$ cat src/rtl/core/nta_pkg.sv
`timescale 1ns / 1ps
// Shared types and field widths for the nearest target assignment block.
// No dependencies.
package nta_pkg;

  localparam int CNT_W    = 5;   // target_count register
  localparam int SLOT_W   = 4;   // target_slot field
  localparam int DRONE_W  = 8;   // drone_index field
  localparam int POS_W    = 16;  // pos_x / pos_y / pos_z fields
  localparam int ASSIGN_W = 5;   // stored assignment, holds any index below 31
  localparam int OUT_W    = 4;   // assigned_target field
  localparam int IN_DATA_W  = 64;
  localparam int OUT_DATA_W = 8;

  // mode codes
  localparam logic MODE_LOAD  = 1'b0;
  localparam logic MODE_QUERY = 1'b1;

  // scan tag traveling alongside each target entry read
  typedef struct packed {
    logic                vld;
    logic                first;
    logic                last;
    logic [ASSIGN_W-1:0] idx;
  } nta_tag_t;

  typedef enum logic [5:0] {
    S_CLEAR = 6'b000001,
    S_IDLE  = 6'b000010,
    S_SCAN  = 6'b000100,
    S_WAIT  = 6'b001000,
    S_HOLD  = 6'b010000,
    S_DONE  = 6'b100000
  } nta_state_t;

endpackage

$ cat src/rtl/core/nta_ram.sv
`timescale 1ns / 1ps
// Generic simple dual-port RAM, one write and one registered read port.
// No dependencies.
module nta_ram #(
  parameter int WIDTH = 8,
  parameter int DEPTH = 16
) (
  input  logic                                  clk,
  input  logic                                  we,
  input  logic [(DEPTH > 1 ? $clog2(DEPTH) : 1)-1:0] wr_addr,
  input  logic [WIDTH-1:0]                      wr_data,
  input  logic [(DEPTH > 1 ? $clog2(DEPTH) : 1)-1:0] rd_addr,
  output logic [WIDTH-1:0]                      rd_data
);

  logic [WIDTH-1:0] mem [DEPTH];

  always_ff @(posedge clk) begin
    if (we) begin
      mem[wr_addr] <= wr_data;
    end
    rd_data <= mem[rd_addr];
  end

endmodule

$ cat src/rtl/core/nta_dist.sv
`timescale 1ns / 1ps
// Squared distance pipeline and running minimum for the target scan.
// Depends on nta_pkg.
module nta_dist import nta_pkg::*; #(
  parameter int CW = 16
) (
  input  logic                clk,
  input  logic                rst,
  input  logic [3*CW-1:0]     tgt,       // {z, y, x}
  input  logic [CW-1:0]       qx,
  input  logic [CW-1:0]       qy,
  input  logic [CW-1:0]       qz,
  input  nta_tag_t            tag_in,
  output logic                done,
  output logic [ASSIGN_W-1:0] best_idx
);

  localparam int SQ_W  = 2 * CW;
  localparam int SUM_W = SQ_W + 2;

  nta_tag_t tag1, tag2, tag3;
  logic [CW-1:0]    dx, dy, dz;
  logic [SQ_W-1:0]  sqx, sqy, sqz;
  logic [SUM_W-1:0] sum3, best_d;
  logic [ASSIGN_W-1:0] best_i;
  logic [CW-1:0] tx, ty, tz;
  logic take;

  assign tx = tgt[CW-1:0];
  assign ty = tgt[2*CW-1:CW];
  assign tz = tgt[3*CW-1:2*CW];

  // first entry always wins; ties keep the earlier index
  assign take = tag3.first || (sum3 < best_d);

  always_ff @(posedge clk) begin
    if (rst) begin
      tag1.vld <= 1'b0;
      tag2.vld <= 1'b0;
      tag3.vld <= 1'b0;
      done     <= 1'b0;
    end else begin
      tag1.vld <= tag_in.vld;
      tag2.vld <= tag1.vld;
      tag3.vld <= tag2.vld;
      done     <= tag3.vld && tag3.last;
    end
    tag1.first <= tag_in.first;
    tag1.last  <= tag_in.last;
    tag1.idx   <= tag_in.idx;
    tag2.first <= tag1.first;
    tag2.last  <= tag1.last;
    tag2.idx   <= tag1.idx;
    tag3.first <= tag2.first;
    tag3.last  <= tag2.last;
    tag3.idx   <= tag2.idx;

    dx <= (tx > qx) ? tx - qx : qx - tx;
    dy <= (ty > qy) ? ty - qy : qy - ty;
    dz <= (tz > qz) ? tz - qz : qz - tz;

    sqx <= SQ_W'(dx) * SQ_W'(dx);
    sqy <= SQ_W'(dy) * SQ_W'(dy);
    sqz <= SQ_W'(dz) * SQ_W'(dz);

    sum3 <= {2'b00, sqx} + {2'b00, sqy} + {2'b00, sqz};

    if (tag3.vld && take) begin
      best_d <= sum3;
      best_i <= tag3.idx;
    end
    if (tag3.vld && tag3.last) begin
      best_idx <= take ? tag3.idx : best_i;
    end
  end

endmodule

$ cat src/rtl/core/nearest_target_assignment.sv
`timescale 1ns / 1ps
// Top level of the nearest target assignment block: sequencer, stores, output.
// Depends on nta_pkg, nta_ram and nta_dist.
//
// Usage:
//   s_* carries load and query requests (tuser = mode). A load writes one
//   target entry into the target RAM (slots from MAX_TARGETS up are dropped)
//   and returns nothing. A query for a live drone scans target entries 0..n-1
//   through the target RAM read port, one entry per cycle, into a 4-stage
//   distance pipeline, then writes the winner into the assignment RAM;
//   n = target_count clamped to 1..min(MAX_TARGETS, 31). A query for a dead
//   drone reads the assignment RAM once. One request is in work at a time;
//   s_tready is high only while the sequencer is idle.
//   m_* carries one result per query from an output register. If the
//   receiver stalls, a finished query waits until that register is free, so
//   the next request is taken as soon as the old result is in the register.
//   cfg_* writes target_count at any time (always ready), meant while idle.
//   Reset: target_count returns to 1 and a clearing pass zeroes the
//   assignment RAM, one entry per cycle, with s_tready low. Target entries
//   are undefined until loaded.
module nearest_target_assignment import nta_pkg::*; #(
  parameter int MAX_TARGETS = 16,
  parameter int MAX_DRONES  = 256,
  parameter int COORD_BITS  = 16
) (
  input  logic                  clk,
  input  logic                  rst,
  // tdata: target_slot[3:0], drone_index[11:4], pos_x[27:12], pos_y[43:28],
  //        pos_z[59:44], alive[60], zero fill [63:61]
  input  logic [IN_DATA_W-1:0]  s_tdata,
  // tuser: mode[0]
  input  logic                  s_tuser,
  input  logic                  s_tvalid,
  output logic                  s_tready,
  // tdata: assigned_target[3:0], zero fill [7:4]
  output logic [OUT_DATA_W-1:0] m_tdata,
  // tuser: recomputed[0]
  output logic                  m_tuser,
  output logic                  m_tvalid,
  input  logic                  m_tready,
  // target_count write
  input  logic [CNT_W-1:0]      cfg_data,
  input  logic                  cfg_valid,
  output logic                  cfg_ready
);

  localparam int CW    = COORD_BITS < POS_W ? COORD_BITS : POS_W;
  localparam int TW    = MAX_TARGETS > 1 ? $clog2(MAX_TARGETS) : 1;
  localparam int DW    = MAX_DRONES > 1 ? $clog2(MAX_DRONES) : 1;
  localparam int N_CAP = MAX_TARGETS < 31 ? MAX_TARGETS : 31;
  localparam int DRONE_CODES = 1 << DRONE_W;

  // input field split
  logic [SLOT_W-1:0]  in_slot;
  logic [DRONE_W-1:0] in_drone;
  logic [POS_W-1:0]   in_x, in_y, in_z;
  logic               in_alive;

  assign in_slot  = s_tdata[3:0];
  assign in_drone = s_tdata[11:4];
  assign in_x     = s_tdata[27:12];
  assign in_y     = s_tdata[43:28];
  assign in_z     = s_tdata[59:44];
  assign in_alive = s_tdata[60];

  // drone index wraps modulo MAX_DRONES: constant lookup
  logic [DW-1:0] drone_wrap [DRONE_CODES];
  for (genvar i = 0; i < DRONE_CODES; i++) begin : g_wrap
    assign drone_wrap[i] = DW'(i % MAX_DRONES);
  end

  nta_state_t state, state_next;

  logic [CNT_W-1:0]    target_count;
  logic [CNT_W-1:0]    n_eff;
  logic [ASSIGN_W-1:0] last_idx;
  logic [ASSIGN_W-1:0] scan_idx;
  logic [DW-1:0]       clr_idx;
  logic [DW-1:0]       drone_q;
  logic [CW-1:0]       qx, qy, qz;
  logic                alive_q;
  nta_tag_t            rd_tag;
  logic                s_acc, out_free;

  // target RAM
  logic              tgt_we;
  logic [3*CW-1:0]   tgt_rd_data;

  // assignment RAM
  logic                asg_we;
  logic [DW-1:0]       asg_wr_addr;
  logic [ASSIGN_W-1:0] asg_wr_data;
  logic [ASSIGN_W-1:0] asg_rd_data;

  logic                dist_done;
  logic [ASSIGN_W-1:0] dist_best;
  logic [ASSIGN_W-1:0] held_idx;

  assign cfg_ready = 1'b1;
  assign s_tready  = (state == S_IDLE);
  assign s_acc     = s_tvalid && s_tready;
  assign out_free  = !m_tvalid || m_tready;

  // count of 0 acts as 1, above the table size (capped at 31) acts as that cap
  always_comb begin
    if (target_count == '0) begin
      n_eff = CNT_W'(1);
    end else if (target_count > CNT_W'(N_CAP)) begin
      n_eff = CNT_W'(N_CAP);
    end else begin
      n_eff = target_count;
    end
  end
  assign last_idx = ASSIGN_W'(n_eff - CNT_W'(1));

  assign held_idx = (asg_rd_data > last_idx) ? last_idx : asg_rd_data;

  assign tgt_we = s_acc && (s_tuser == MODE_LOAD) &&
                  (32'(in_slot) < MAX_TARGETS);

  always_comb begin
    if (state == S_CLEAR) begin
      asg_we      = 1'b1;
      asg_wr_addr = clr_idx;
      asg_wr_data = '0;
    end else begin
      asg_we      = (state == S_DONE) && alive_q && out_free;
      asg_wr_addr = drone_q;
      asg_wr_data = dist_best;
    end
  end

  nta_ram #(
    .WIDTH (3 * CW),
    .DEPTH (MAX_TARGETS)
  ) u_target_ram (
    .clk     (clk),
    .we      (tgt_we),
    .wr_addr (TW'(in_slot)),
    .wr_data ({in_z[CW-1:0], in_y[CW-1:0], in_x[CW-1:0]}),
    .rd_addr (TW'(scan_idx)),
    .rd_data (tgt_rd_data)
  );

  nta_ram #(
    .WIDTH (ASSIGN_W),
    .DEPTH (MAX_DRONES)
  ) u_assign_ram (
    .clk     (clk),
    .we      (asg_we),
    .wr_addr (asg_wr_addr),
    .wr_data (asg_wr_data),
    .rd_addr (drone_q),
    .rd_data (asg_rd_data)
  );

  nta_dist #(
    .CW (CW)
  ) u_dist (
    .clk      (clk),
    .rst      (rst),
    .tgt      (tgt_rd_data),
    .qx       (qx),
    .qy       (qy),
    .qz       (qz),
    .tag_in   (rd_tag),
    .done     (dist_done),
    .best_idx (dist_best)
  );

  // sequencer
  always_comb begin
    state_next = state;
    unique case (state)
      S_CLEAR: begin
        if (clr_idx == DW'(MAX_DRONES - 1)) state_next = S_IDLE;
      end
      S_IDLE: begin
        if (s_acc && (s_tuser == MODE_QUERY)) begin
          state_next = in_alive ? S_SCAN : S_HOLD;
        end
      end
      S_SCAN: begin
        if (scan_idx == last_idx) state_next = S_WAIT;
      end
      S_WAIT: begin
        if (dist_done) state_next = S_DONE;
      end
      S_HOLD: state_next = S_DONE;
      S_DONE: begin
        if (out_free) state_next = S_IDLE;
      end
      default: state_next = S_IDLE;
    endcase
  end

  always_ff @(posedge clk) begin
    if (rst) begin
      state        <= S_CLEAR;
      target_count <= CNT_W'(1);
      clr_idx      <= '0;
      scan_idx     <= '0;
      rd_tag.vld   <= 1'b0;
      m_tvalid     <= 1'b0;
    end else begin
      state <= state_next;
      if (cfg_valid && cfg_ready) target_count <= cfg_data;

      if (state == S_CLEAR) clr_idx <= clr_idx + DW'(1);

      if (state == S_SCAN) begin
        scan_idx <= scan_idx + ASSIGN_W'(1);
      end else begin
        scan_idx <= '0;
      end
      rd_tag.vld <= (state == S_SCAN);

      if (state == S_DONE && out_free) begin
        m_tvalid <= 1'b1;
      end else if (m_tready) begin
        m_tvalid <= 1'b0;
      end
    end

    // tag lines up with the registered RAM read of this entry
    rd_tag.first <= (scan_idx == '0);
    rd_tag.last  <= (scan_idx == last_idx);
    rd_tag.idx   <= scan_idx;

    if (s_acc && (s_tuser == MODE_QUERY)) begin
      drone_q <= drone_wrap[in_drone];
      qx      <= in_x[CW-1:0];
      qy      <= in_y[CW-1:0];
      qz      <= in_z[CW-1:0];
      alive_q <= in_alive;
    end

    if (state == S_DONE && out_free) begin
      m_tdata <= {(OUT_DATA_W - OUT_W)'(0),
                  alive_q ? dist_best[OUT_W-1:0] : held_idx[OUT_W-1:0]};
      m_tuser <= alive_q;
    end
  end

endmodule
$ cat config.mk
export PLATFORM = sky130hd
export DESIGN_NAME = nearest_target_assignment
export DESIGN_NICKNAME = d
export VERILOG_FILES = /design/src/rtl/core/nta_pkg.sv /design/src/rtl/core/nta_ram.sv /design/src/rtl/core/nta_dist.sv /design/src/rtl/core/nearest_target_assignment.sv
export SDC_FILE = /design/constraint.sdc
export NUM_CORES = 2
export LEC_CHECK = 0
export BUFFER_PORTS_ARGS = -buffer_cell sky130_fd_sc_hd__buf_2
export CAP_MARGIN = 10
export CORE_UTILIZATION = 36
export CTS_CLUSTER_DIAMETER = 100
export DETAILED_ROUTE_END_ITERATION = 7
export HOLD_SLACK_MARGIN = 0.05
export PLACE_DENSITY = 0.63
export SETUP_SLACK_MARGIN = 0.2
export SLEW_MARGIN = 20
export SYNTH_ARGS = -nofsm -noshare
export SYNTH_HDL_FRONTEND = slang
export SYNTH_HIERARCHICAL = 1
export SYNTH_SLANG_ARGS = --single-unit
$ cat constraint.sdc
create_clock -name clk -period 5.6 [get_ports clk]
set_clock_uncertainty 0.1 [all_clocks]
set_input_delay 0.56 -clock clk [delete_from_list [all_inputs] [get_ports clk]]
set_output_delay 0.56 -clock clk [all_outputs]
set_load 0.03 [all_outputs]
; ---- Word level (Yosys, flattened, before mapping)
; Memories as Yosys holds them, arrays and structs flattened. A register that Yosys moved wholly into a read port is not among the register bits.
; Index checks and enable logic that the tools add are counted.
; W data, S select, Z words.
[classes]
magnitude_cmp = 6
n_mul = 3
div_mod_pow = 0
reduce_logical = 16
eq_ne = 13
shift = 0
addsub = 11
mux = 24
bitwise_logic = 3
[ops]
columns = cell, n
row1 = $mul A16 B16 Y32, 3
row2 = $sub A16 B16 Y16, 6
row3 = $gt A16 B16 Y1, 3
row4 = $mux W16, 3
row5 = $pmux W6 S6, 1
row6 = $add A34 B32 Y34, 1
row7 = $lt A34 B34 Y1, 1
row8 = $add A32 B32 Y33, 1
row9 = $mux W6, 5
row10 = $mux W5, 5
row11 = $logic_not A5 Y1, 2
row12 = $not A8 Y9, 1
row13 = $add A8 B1 Y8 const B, 1
row14 = $eq A8 B8 Y1 const B, 1
row15 = $logic_and A1 B1 Y1, 8
row16 = $mux W4, 2
row17 = $mux W8, 1
row18 = $mux W1, 7
row19 = $eq A6 B1 Y1 const B, 1
row20 = $eq A6 B2 Y1 const B, 1
row21 = $eq A6 B3 Y1 const B, 1
row22 = $eq A6 B4 Y1 const B, 1
row23 = $eq A6 B5 Y1 const B, 1
row24 = $eq A6 B6 Y1 const B, 1
row25 = 13 further kinds, 18
[word_totals]
memories = 3
register_bits = 334
latch_bits = 0
mem_bits_ro = 2048
wordCells = 117
ramBits = 2048
output_inout_bits = 12
[memory_table]
columns = name, depth, word_bits, read_ports, rd_clocked_by_memory_dff, write_ports, line
row1 = (no name shown), 256, 8, 1, 1, 0, nearest_target_assignment.sv:231  ; drone_q <= drone_wrap[in_drone];
row2 = u_assign_ram.mem, 256, 5, 1, 1, 1, nta_ram.sv:16  ; logic [WIDTH-1:0] mem [DEPTH];
row3 = u_target_ram.mem, 16, 48, 1, 1, 1, nta_ram.sv:16

; ---- Logic depth before layout (Yosys ltp)
[depth]
word_depth = 7
depth_mapped = 26
depth_no_buf = 25

; ---- Modules after synthesis
; Netlist, hierarchy kept.
[modules_own_cells]
columns = module, cells_each, area_per_inst_um2, seq_area_each_um2, instances
row1 = nta_ram at u_assign_ram, 2497, 50284.5, 38537.0, 1
row2 = nta_dist, 3790, 34724.6, 5325.1, 1
row3 = nta_ram at u_target_ram, 1242, 29694.7, 24023.0, 1
row4 = nearest_target_assignment, 290, 3754.9, 2522.4, 1

; ---- Worst setup path before layout
; OpenSTA, ideal clock, no wires.
[synth_timing]
kind = register -> register
from = reg u_dist.dy[1]
to = reg u_dist.sqy[30]
t_arrival_ns = 5.957
path_buffers = 2
required_ns = 5.428
path_stages_with_launch = 25
synth_period_minus_slack_ns = 6.129
path_slack_ns = -0.529
path_cell_list = dfxtp_1 clkbuf_1 clkbuf_1 and2_1 fa_1 inv_1 fa_1 inv_1 fa_1 inv_1 fa_1 inv_1 fa_1 inv_1 fa_1 inv_1 ha_1 a21o_1 a22o_1 a31oi_1 o21ai_0 a41oi_1 o21ai_0 a221oi_1 xnor2_1
[synth_between]
elab_chain_len = 1
[synth_rtl]
columns = item, line
row1 = start: declaration, nta_dist.sv:22  ; logic [CW-1:0] dx, dy, dz;
row2 = start signal: assignment, nta_dist.sv:59  ; dy <= (ty > qy) ? ty - qy : qy - ty;
row3 = $mul A16 B16 Y32, nta_dist.sv:63  ; sqy <= SQ_W'(dy) * SQ_W'(dy);
row4 = end signal: assignment, nta_dist.sv:63
row5 = end: declaration, nta_dist.sv:23  ; logic [SQ_W-1:0] sqx, sqy, sqz;
; Every way passes these cells.
; A chain may end at the register's enable or synchronous reset.

; ---- Final worst setup path
[layout_timing]
from = reg u_dist.dz[3]
to = reg u_dist.sqz[22]
[layout_between]
elab_chain_len = 1
[layout_rtl]
columns = item, line
row1 = start: declaration, nta_dist.sv:22
row2 = start signal: assignment, nta_dist.sv:60  ; dz <= (tz > qz) ? tz - qz : qz - tz;
row3 = $mul A16 B16 Y32, nta_dist.sv:64  ; sqz <= SQ_W'(dz) * SQ_W'(dz);
row4 = end signal: assignment, nta_dist.sv:64
row5 = end: declaration, nta_dist.sv:23
; Every way passes these cells.

==> out/qor.yml <==
global_routing:
  grt_remaining_overflow: 0
  grt_usage: 0.1732
  antenna_found_initial: 29
  grt_pass1_vias: 70070
  grt_max_degree: 151
  grt_pass1_wl_um: 437900
logic_synthesis:
  async_reset_ff_frac: 0
  ys_ff_latch: 2440
  synth_top_area_cell: "edfxtp_1"
  syn_area_per_cell_um2: 15.15
  yosysSeqAreaShare: 0.5944
  synth.area.top_cells: "edfxtp_1, mux4_2, fa_1"
  synth-edff-count: 2154
  synthFlopType: "edfxtp_1"
  synth_top_area_share: 0.5460
  yosysWarnings: 6
  syn_area_mm2: 0.1185
  synth_cell_type_count: 101
  syn_inst: 7819
place:
  place.gp.congestion: 0.8627
  portBuffers: 78
  dpl.hpwl_um: 195600
sta:
  slew_headroom: 0.2059
  worst_pin_slew_ns: 1.191
  whs_ns: 0.1357
  fin_crit_ns: 5.920
  fin_ws_ns: -0.3198
  min_period_over_period: 1.057
  finalHoldViolCount: 0
  setup_tns_ns: -7.044
  fmaxAchievable_mhz: 168.9
  rsz0062_at_grt: "true"
  slew_violations: 0
  final-setup-viol-count: 36
clock_tree:
  clkTransAtPathRegs_ns: 0.06
  cts_max_path_buffers: 4
  cts_tree: "built"
  root_buffer: "clkbuf_16"
  h-tree-depth: 4
  numCtsBuffers: 240
  clock_sinks: 2440
  clk_latency_ns: 0.91
power_and_ir_drop:
  ir_worst_vdd_v: 0.001437
  cellLeakagePower_nw: 51.76
  p_total_mw: 92.58
  power_density_mw_per_mm2: 669.8
critical_path:
  critPathMaxFanout: 4
  worstPathArrival_ns: 6.56
  path_common_cell: "fa_1"
  cp_top_family: "adder cells"
  worstPathRequired_ns: 6.24
  crit_buf_inv: 10
  cp_slowest_cell: "fa_1"
  crit_type: "flop to flop"
  crit_path_start_kind: "flop"
  critPathMaxStageDelay_ns: 0.53
  end_kind: "flop"
layout:
  final_layout_size_suffix_gt1_frac: 0.2198
  final_nets: 9518
  areaGrowthSynthToFinish_pct: 16.70
die:
  pin_count: 87
  die_w_um: 575.6
  initial_core_util: 0.3618
  die-area_mm2: 0.3314
  coreArea_mm2: 0.3274
  die_h_um: 575.6
  rows: 210
drt:
  wirelength_um: 290500
  wl_per_cell_um: 22.32
  avgViaCountPerCell: 5.185
  dr.pass1.iters: 6
  drtIter0Drc: 5879
  ant_nets: 0
  num_vias: 67480
  drc_errors: 0
run:
  cap_violations: 0
run_status:
  status: "finished with violations"
  violations: "setup timing"
worst_hold_path:
  hold_class: "input port to flop"
path summary, 6_finish.rpt:
check,startpoint,end,depth (start not counted),slack [ns]
max,u_dist/dz[3],u_dist/sqz[22],26,-0.32
min,rst,clr_idx[5],2,0.14
max reg2reg,u_dist/dz[3],u_dist/sqz[22],26,-0.32
min reg2reg,u_dist/tag2[4],u_dist/tag3[4],0,0.19
through the flow:
stage	setup slack, ns	std cells	util	cell area [um2]
floorplan	-0.1577	7822	-	119300
finish	-0.3198	13010	0.4222	138200
global placement	-0.4477	12410	0.3899	127700
detailed placement	-0.4867	12410	0.3899	127700
CTS	-0.3554	12980	0.4200	137500
global route	-0.5276	13010	0.4222	138200
logic make-up after synthesis:
| logic type | synth area share |
|---|---|
| simple gates | 0.05502 |
| xor+xnor | 0.01564 |
| fa+ha+maj | 0.1357 |
| buf+inv | 0.04203 |
| mux | 0.1042 |
| compound gates | 0.05298 |
| flops | 0.5944 |
| other cells | 0.00006340 |
report_power, final:
part / internal (mW) / switching, mW / total (mW)
Clock: 9.56 / 6.84 / 16.4
Sequential: 21.6 / 0.445 / 22.1
Combinational: 25.9 / 28.2 / 54.1
cell usage in the layout (no fill, tap or decap), types with 51 or more instances in the layout:
| master | n |
|---|---|
| edfxtp_1 | 2154 |
| mux2i_1 | 128 |
| nor2b_1 | 62 |
| fa_1 | 471 |
| and2_1 | 107 |
| dfxtp_1 | 244 |
| o21ai_0 | 107 |
| buf_4 | 458 |
| ha_1 | 460 |
| nand3_1 | 74 |
| inv_2 | 51 |
| a22oi_1 | 143 |
| nor2_1 | 420 |
| xnor2_1 | 131 |
| inv_1 | 867 |
| clkbuf_1 | 53 |
| dlygate4sd3_1 | 70 |
| xor2_1 | 59 |
| nand2_1 | 365 |
| mux4_2 | 481 |
| buf_2 | 79 |
| a21o_1 | 121 |
| buf_6 | 53 |
| clkbuf_16 | 244 |
| nor3_1 | 54 |
| nand2b_1 | 57 |
| a21oi_1 | 179 |
sequential cells by signal, summed over array words and instances (netlist names), 31 cells and up:
register	cells
u_target_ram/mem	768
u_dist/sqx	31
u_dist/sqz	31
u_dist/sqy	31
u_assign_ram/mem	1280
u_dist/best_d	34
u_target_ram/rd_data	48
u_dist/sum3	34
final cells by class:
type,instances,area [um2]
fill,29130,189200
sequential,2440,70520
multi-input combinational,4139,44610
clock buffer,315,6540
timing repair buffer,712,6157
tap,4346,5438
inverter,921,3473
clock inverter,125,1469
antenna,15,37.54
worst register-to-register path, stage by stage (launching register included):
cell and delay (ns):
dfxtp_4 0.37, buf_12 0.14, clkinv_8 0.04, nor2_4 0.04
buf_6 0.10, fa_1 0.48, inv_2 0.04, fa_1 0.53
inv_1 0.05, fa_1 0.49, fa_1 0.43, fa_1 0.51
inv_2 0.04, fa_1 0.49, inv_2 0.05, ha_4 0.24
a21o_1 0.18, a21o_1 0.19, a21oi_2 0.17, o21bai_1 0.11
a21oi_2 0.19, o31ai_4 0.11, a31oi_4 0.24, buf_4 0.15
buf_4 0.09, buf_6 0.09, xnor2_2 0.05
per-layer routing:
metal	track usage	up-vias	routed length (um)
li1	-	29870	-
met3	0.02472	457	18720
met5	0	-	49
met2	0.2857	2218	139500
met4	0.04943	8	8490
met1	0.2384	34920	123700
cells in the mapped netlist (all sizes together), types with 17 or more instances:
master  number
edfxtp    2154
inv        921
ha         496
fa         493
mux4       481
nor2       445
nand2      398
dfxtp      286
a21oi      208
clkbuf     196
xnor2      146
a22oi      143
o21ai      135
and2       129
mux2i      128
buf        126
a21o       123
nand3       77
nor2b       66
xor2        63
nor3        61
nand2b      57
nand4       39
o22ai       37
o21a        35
o21bai      31
a211oi      30
a31oi       27
nor4        23
and3        20
mux2        20
o221ai      17
timing repair:
action	4_1_cts	5_1_grt
cloned	0	1
hold buffers	70	0
resized for setup	208	139
setup endpoints to repair	52	58
buffers inserted	53	20
endpoints found under the hold margin	833	0
pin swaps	130	90
Note: power is estimated with default switching activity, not from simulation.
